--- config.mk ---
export PLATFORM = sky130hd
export DESIGN_NAME = tcr_front
export DESIGN_NICKNAME = d
export VERILOG_FILES = /design/src/tcr_pkg.sv /design/src/tcr_front.sv
export SDC_FILE = /design/constraint.sdc
export NUM_CORES = 1
export LEC_CHECK = 0
export ABC_CLOCK_PERIOD_IN_PS = 4050
export BUFFER_PORTS_ARGS = -buffer_cell sky130_fd_sc_hd__buf_2
export CORE_MARGIN = 10
export CORE_UTILIZATION = 40
export DETAILED_ROUTE_END_ITERATION = 12
export GPL_TIMING_DRIVEN = 0
export PLACE_DENSITY_LB_ADDON = 0.3
export SETUP_SLACK_MARGIN = 0.2
export SYNTH_ARGS = -nofsm -noshare
export SYNTH_HDL_FRONTEND = slang
export SYNTH_SLANG_ARGS = --single-unit
--- constraint.sdc ---
create_clock -name i_clk -period 4.05 [get_ports i_clk]
set_input_delay 0 -clock i_clk [delete_from_list [all_inputs] [get_ports i_clk]]
set_output_delay 0 -clock i_clk [all_outputs]
set_load 0.05 [all_outputs]
--- src/tcr_pkg.sv ---
// Shared types, constants and helpers for the textured column renderer.
// Used by every module of the block; depends on nothing else.
package tcr_pkg;

    // Texture store geometry; the depth is a power of two so that the
    // address wraps by masking.
    localparam int TEXTURE_DEPTH = 4096;
    localparam int TEX_AW        = $clog2(TEXTURE_DEPTH);
    // Texel row times texture width plus column, before the wrap.
    localparam int TEX_IDX_W     = TEX_AW + 8;

    // Fixed-point format of the texture position and step.
    localparam int FRAC_BITS = 16;
    localparam int POS_W     = 40;
    localparam int STEP_W    = 32;

    // Step divider: texture height (7 bits) shifted by the fraction width.
    localparam int DIV_W     = 7 + FRAC_BITS;
    localparam int DIV_CNT_W = $clog2(DIV_W + 1);

    localparam logic [STEP_W-1:0] STEP_SAT = 32'h7FFF_FFFF;

    // Command queue between the front and back ends (power of two depth).
    localparam int QUEUE_DEPTH = 4;
    localparam int QPTR_W      = $clog2(QUEUE_DEPTH);
    localparam int QCNT_W      = $clog2(QUEUE_DEPTH + 1);

    // Configuration port.
    localparam int CFG_IDX_W  = 3;
    localparam int CFG_DATA_W = 24;

    localparam logic [CFG_IDX_W-1:0] CFG_SCREEN_WIDTH   = 3'd0;
    localparam logic [CFG_IDX_W-1:0] CFG_SCREEN_HEIGHT  = 3'd1;
    localparam logic [CFG_IDX_W-1:0] CFG_CEILING_COLOR  = 3'd2;
    localparam logic [CFG_IDX_W-1:0] CFG_FLOOR_COLOR    = 3'd3;
    localparam logic [CFG_IDX_W-1:0] CFG_TEXTURE_WIDTH  = 3'd4;
    localparam logic [CFG_IDX_W-1:0] CFG_TEXTURE_HEIGHT = 3'd5;

    typedef enum logic [1:0] {
        OP_LOAD  = 2'd0,
        OP_START = 2'd1,
        OP_PIXEL = 2'd2
    } t_opcode;

    typedef enum logic [1:0] {
        CMD_LOAD,
        CMD_START,
        CMD_PIXEL
    } t_cmd_kind;

    typedef enum logic [1:0] {
        RG_CEILING = 2'd0,
        RG_WALL    = 2'd1,
        RG_FLOOR   = 2'd2
    } t_region;

    typedef enum logic [1:0] {
        BK_RUN,
        BK_DIV,
        BK_MUL
    } t_back_state;

    typedef struct packed {
        logic [12:0] screen_width;
        logic [12:0] screen_height;
        logic [23:0] ceiling_color;
        logic [23:0] floor_color;
        logic [6:0]  texture_width;
        logic [6:0]  texture_height;
    } t_cfg;

    typedef struct packed {
        t_cmd_kind          kind;
        logic [11:0]        column_x;
        logic [11:0]        span_start;
        logic [12:0]        span_end;
        logic [15:0]        wall_rows;
        logic [15:0]        hit_fraction;
        logic [TEX_AW-1:0]  texel_index;
        logic [31:0]        texel_value;
    } t_cmd;

    function automatic logic [12:0] floor_minus_one(input logic [12:0] v);
        return (v != 13'd0) ? (v - 13'd1) : 13'd0;
    endfunction

endpackage

--- src/tcr_front.sv ---
// Front end: accepts input items, classifies them by opcode and queues them.
// Depends on tcr_pkg for the command type and queue geometry.
module tcr_front (
    input  logic               i_clk,
    input  logic               i_rst_n,
    input  logic               i_in_valid,
    output logic               o_in_stall,
    input  logic [1:0]         i_opcode,
    input  logic [11:0]        i_column_x,
    input  logic [11:0]        i_span_start,
    input  logic [12:0]        i_span_end,
    input  logic [15:0]        i_wall_rows,
    input  logic [15:0]        i_hit_fraction,
    input  logic [11:0]        i_texel_index,
    input  logic [31:0]        i_texel_value,
    input  logic               i_pop,
    output logic               o_head_valid,
    output tcr_pkg::t_cmd      o_head
);

    tcr_pkg::t_cmd                  r_queue [tcr_pkg::QUEUE_DEPTH];
    logic [tcr_pkg::QPTR_W-1:0]     r_wr_ptr;
    logic [tcr_pkg::QPTR_W-1:0]     r_rd_ptr;
    logic [tcr_pkg::QCNT_W-1:0]     r_count;
    logic [tcr_pkg::QCNT_W-1:0]     n_count;

    tcr_pkg::t_cmd  cmd;
    logic           known;
    logic           push;
    logic [31:0]    index_ext;

    assign o_in_stall   = (r_count == tcr_pkg::QCNT_W'(tcr_pkg::QUEUE_DEPTH));
    assign o_head_valid = (r_count != '0);
    assign o_head       = r_queue[r_rd_ptr];
    assign index_ext    = 32'(i_texel_index);

    always_comb begin
        known            = 1'b1;
        cmd.kind         = tcr_pkg::CMD_PIXEL;
        cmd.column_x     = i_column_x;
        cmd.span_start   = i_span_start;
        cmd.span_end     = i_span_end;
        cmd.wall_rows    = i_wall_rows;
        cmd.hit_fraction = i_hit_fraction;
        cmd.texel_index  = index_ext[tcr_pkg::TEX_AW-1:0];
        cmd.texel_value  = i_texel_value;
        case (i_opcode)
            tcr_pkg::OP_LOAD:  cmd.kind = tcr_pkg::CMD_LOAD;
            tcr_pkg::OP_START: cmd.kind = tcr_pkg::CMD_START;
            tcr_pkg::OP_PIXEL: cmd.kind = tcr_pkg::CMD_PIXEL;
            // The unused opcode is accepted and dropped here.
            default:           known = 1'b0;
        endcase
    end

    assign push = i_in_valid && !o_in_stall && known;

    always_comb begin
        n_count = r_count;
        case ({push, i_pop})
            2'b10:   n_count = r_count + tcr_pkg::QCNT_W'(1);
            2'b01:   n_count = r_count - tcr_pkg::QCNT_W'(1);
            default: n_count = r_count;
        endcase
    end

    always_ff @(posedge i_clk) begin
        if (!i_rst_n) begin
            r_wr_ptr <= '0;
            r_rd_ptr <= '0;
            r_count  <= '0;
        end else begin
            r_count <= n_count;
            if (push) begin
                r_wr_ptr <= r_wr_ptr + tcr_pkg::QPTR_W'(1);
            end
            if (i_pop) begin
                r_rd_ptr <= r_rd_ptr + tcr_pkg::QPTR_W'(1);
            end
        end
    end

    always_ff @(posedge i_clk) begin
        if (push) begin
            r_queue[r_wr_ptr] <= cmd;
        end
    end

endmodule

-- Word-level counts from Yosys, hierarchy flattened
Memories as Yosys holds them, arrays and structs flattened. A register that Yosys moved wholly into a read port is not among the register bits.
Index checks and enable logic that the tools add are counted.
- mux-type cells: 7
- eq/ne operators: 5
- reduce and logical (&&, ||, !) cells: 7
- $add $sub $neg: 4
- operators with widths (cell ; number):
    $pmux 3 s2 ; 1
    $add 2x1->2 const B ; 2
    $eq 2x1->1 const B ; 2
    $eq 2x2->1 const B ; 2
    $mux 2 ; 2
    $pmux 2 s2 ; 1
    $add 3x1->3 const B ; 1
    $eq 3x3->1 const B ; 1
    $mux 1 ; 3
    $reduce_bool 3->1 ; 1
    $reduce_or 3->1 ; 1
    $sub 3x1->3 const B ; 1
    $logic_and 1x1->1 ; 2
    $logic_not 2->1 ; 1
    $reduce_bool 2->1 ; 1
    $logic_not 1->1 ; 1
- memories: 1
- logic and storage cells: 27
- flip-flop bits (word level): 7
- output and inout bits: 117
- memory bits (writable): 460
- memories (name ; depth ; bits a word ; rd ports ; clocked after Yosys merged registers in ; wr ports ; line ; RTL):
    r_queue ; 4 ; 115 ; 1 ; 1 ; 1 ; tcr_front.sv:21 ; tcr_pkg::t_cmd r_queue [tcr_pkg::QUEUE_DEPTH];

-- Logic depth before layout (Yosys ltp)
- word-level depth: 6
- gate-level depth with buffers: 9

-- Least setup slack after synthesis
OpenSTA, ideal clock, no wires.
- path type: reg-to-reg
- start: register r_count[2] in the netlist's numbering
- end: memory r_queue[2][0] in the netlist's numbering (enable)
- buffers on the path: 0
- required time: 3.563 ns
- arrival: 3.771 ns
- clock period less this slack: 4.259 ns
- stages on the path, launching flop included: 4
- setup slack: -0.209 ns
- path through: dfxtp_1 nor3b_1 a211oi_2 and2_1
- longest elaborated chain between the ends: 6
- RTL lines (element ; line ; RTL):
    start: declaration ; tcr_front.sv:24 ; logic [tcr_pkg::QCNT_W-1:0] r_count;
    start signal: assignment ; tcr_front.sv:73 ; r_count <= n_count;
    $eq 3x3->1 ; tcr_front.sv:32 ; assign o_in_stall = (r_count == tcr_pkg::QCNT_W'(tcr_pkg::QUEUE_DEPTH));
    via o_in_stall ; tcr_front.sv:7 ; output logic o_in_stall,
    $logic_not 1->1 ; tcr_front.sv:56 ; assign push = i_in_valid && !o_in_stall && known;
    $logic_and 1x1->1 (2 in series) ; tcr_front.sv:56 ;
    $mux 1 ; tcr_front.sv:84 ; if (push) begin
    $mux 1 (not written as such) ; tcr_front.sv:85 ; r_queue[r_wr_ptr] <= cmd;
    end: declaration ; tcr_front.sv:21 ;
The timed path passes the listed nets, and every way through them passes these cells.

-- Worst setup path after layout
- start: register r_count[2] in the netlist's numbering
- end: memory r_queue[2][98] in the netlist's numbering (enable)
- longest elaborated chain between the ends: 6
- RTL lines (element ; line):
    $eq 3x3->1 ; tcr_front.sv:32
    $logic_not 1->1 ; tcr_front.sv:56
    $logic_and 1x1->1 (2 in series) ; tcr_front.sv:56
    $mux 1 ; tcr_front.sv:84
    $mux 1 (not written as such) ; tcr_front.sv:85
Every way passes these cells.

==> key figures <==
Critical path
  • Cells traversed along the worst timing path: nor3b_1, a211oi_2, and2_4, buf_16, buf_16
  • Crit path max-delay cell type: and2_4
  • Largest stage delay on the critical path: 0.58 ns
  • Startpoint type of the worst setup path: flip-flop
  • CP Capture Type: flip-flop
  • Worst path required time: 4.29 ns
  • Signal arrival time at the worst endpoint: 2.72 ns
  • Most prevalent standard cell on the critical path: buf_16
  • Critical setup path kind: flip-flop to flip-flop
  • Maximum fanout count along the critical path: 48

Yosys
  • Cell variety after synth: 20
  • Mapped Avg Cell Area: 26.08 µm²
  • Most repeated cell in the gate-level netlist after synthesis: edfxtp_1
  • Most common library cells after synthesis: edfxtp_1 (460), mux4_2 (115), buf_2 (13), and2_1 (9), dfxtp_1 (9)
  • Yosys top cell area share: 80.99%
  • Register area share after synthesis: 82.04%
  • Share of flip-flops with an asynchronous set or reset: 0%
  • Primary FF master, synth: edfxtp_1
  • Largest cells by area after synthesis: edfxtp_1 (81%), mux4_2 (15%), dfxtp_1 (1.1%)
  • Register bit count reported by yosys: 469
  • Warning count from the yosys run: 0
  • Mapped Cells: 654
  • Cell type with the highest aggregate area in the netlist: edfxtp_1
  • Syn Nets: 779
  • Post-synth EDFFs: 460
  • Netlist Area Pre-Place: 17060 µm²

Final layout
  • Proportion of layout cells with a drive suffix above 1: 40.14%
  • Area Overhead vs Synth: 27.68%
  • Post-layout net count: 1192
  • FILL cells: 3323

Timing
  • Maximum clock skew at final layout: 0.01620 ns
  • Number of failing setup endpoints in the final timing report: 0
  • Peak clock frequency supported by timing: 402.0 MHz
  • Final worst setup slack: 1.563 ns
  • Measured slew at the worst slew-check pin: 0.7438 ns
  • Final-report max-slew violation count: 0
  • Final hold violation count: 0
  • RSZ-0062 raised after global routing: false
  • Final clock period utilization by the worst path: 61.42%
  • Worst max-slew margin expressed relative to the limit: 50.41%
  • Final Critical Period: 2.487 ns

Floorplanning
  • Std cell rows: 75
  • Starting density of the core: 40.57%
  • Die outline width: 226.5 µm
  • Core region area: 42040 µm²
  • Die H: 226.5 µm
  • Full die area: 51300 µm²
  • Number of primary I/O pins: 236

Clocking
  • # clock sinks: 469
  • Max H-tree Level: 2
  • Number of gates given a new drive strength after cts: 0
  • Buffers inserted by post-CTS timing repair: 0
  • Max Root-Sink Buffers: 3
  • Worst-Skew Late Latency: 0.57 ns
  • CTS root buffer: clkbuf_16
  • Clock transition time at the flip-flop clock pins of the worst setup and hold paths: 0.06 ns
  • Cts bufs inserted: 49
  • Post-CTS Hold Fix Bufs: 120
  • CTS tree: done

GRT
  • Total track usage: 13.98%
  • Antenna violations before repair: 5
  • Number of global-route vias before repair: 9142
  • Wire length of the first global-routing pass: 54450 µm
  • Largest net degree at the start of global routing: 56
  • GRT overflow: 0

Flow run
  • Max Cap Violations: 0

Pwr
  • Lkg Pwr: 7.377 nW
  • Ratio of total power to cell area: 531.6 nW/µm²
  • Worst VDD drop: 0.0004603 V
  • Overall Power: 11.58 mW

Route
  • Total number of vias: 8155
  • Post-detailed-route wirelength per cell: 21.50 µm
  • Total routed wirelength: 35460 µm
  • Residual DRC: 0
  • Via-per-instance ratio: 4.945
  • Number of search-and-repair iterations in the first detailed-routing pass: 4
  • Antenna-violating nets left: 0
  • 1st-iter DRT viols: 398

Place
  • Global placement routability congestion: 0.6887
  • Final HPWL DP: 21940 µm
  • Worst slack at placement: 1.401 ns
  • Number of buffers added on ports: 234

Status
  • Outcome: finished clean

Hold path
  • Class of the worst hold path: input pin to flip-flop
## final timing paths
check	from	endpoint	slack, ns	cells after the start
max	r_count[2]	r_queue[2][98]	1.56	5
min	i_opcode[0]	r_count[2]	0.14	6
min reg2reg	r_wr_ptr[0]	r_wr_ptr[0]	0.51	2
max reg2reg	r_count[2]	r_queue[2][98]	1.56	5
## state kept, by name, summed over array words and instances, names as in the netlist, named ones only
name,count
r_rd_ptr,2
r_wr_ptr,2
r_count,3
r_queue,460
## area by class of cell
cell class              instances  area, µm²  share of cell area (%)
flip-flops and latches        469      13990                   64.25
multi-input cells             150       2873                   13.19
repair buffers                362       2570                   11.80
clock buffers                  62       1275                   5.854
well taps                     539      674.4                   3.097
clock inverters                28      182.7                  0.8388
plain buffers                  28      173.9                  0.7986
inverters                       7      26.28                  0.1206
diodes                          4      10.01                 0.04596
## logic make-up (layout without fill, tap and decap cells)
logic type / count (synthesis) / in the layout / synth area share, %
buffers and inverters: 35 / 487 / 1.174
adders and majority gates: 6 / 6 / 0.4842
and+or+nand+nor: 19 / 19 / 0.6162
AOI/OAI and AO/OA: 4 / 4 / 0.1761
DFF: 469 / 469 / 82.04
other: 0 / 4 / 0
xor gates and xnor gates: 4 / 4 / 0.2054
muxes: 117 / 117 / 15.30
## per-stage QoR
step / std cells / instance area (µm²) / hold slack, ns / TNS, ns / utilization [%]
CTS: 1645 / 21770 / 0.1010 / 0 / 51.78
global placement: 1427 / 18910 / 0.2133 / -43.11 / 44.97
detailed placement: 1435 / 19110 / 0.2171 / 0 / 45.46
global route: 1648 / 21780 / 0.1441 / 0 / 51.80
finish: 1649 / 21780 / 0.1430 / 0 / 51.80
floorplan: 654 / 17060 / 0.09887 / 0 / -
## critical path: cells and delay by family (launching register included)
family	cells	cell delay (ns)
buffers and inverters	2	0.60
AOI/OAI and AO/OA	1	0.39
DFF	1	0.32
and+or+nand+nor	2	0.76
## cells in the final DEF, fill, tap and decap left out, drive strengths merged
master,netlist,final
mux4,115,115
ha,5,5
nand2,6,6
o21ai,2,2
edfxtp,460,460
clkbuf,8,70
a21boi,1,1
and2,9,9
diode,0,4
a211oi,1,1
or3,2,2
bufinv,0,1
xor2,2,2
dfxtp,9,9
fa,1,1
nor3b,1,1
mux2i,2,2
nor2b,1,1
dlygate4sd3,0,120
clkinvlp,0,1
xnor2,2,2
inv,7,9
buf,20,262
clkinv,0,24
## layer usage
layer	part of all wire (%)	wire length, µm	track usage (%)
met1	42	14980	17.60
met2	48	17140	22.62
met3	7.3	2594	4.509
met4	2.0	726	4.458
met5	0.034	12	0
## where the power goes
| group | switching [mW] | internal [mW] | total (mW) |
|---|---|---|---|
| Clock | 1.76 | 2.29 | 4.05 |
| Combinational | 1.27 | 0.597 | 1.87 |
| Sequential | 0.0535 | 5.60 | 5.66 |
No activity file was read; power rests on OpenSTA's default activity.
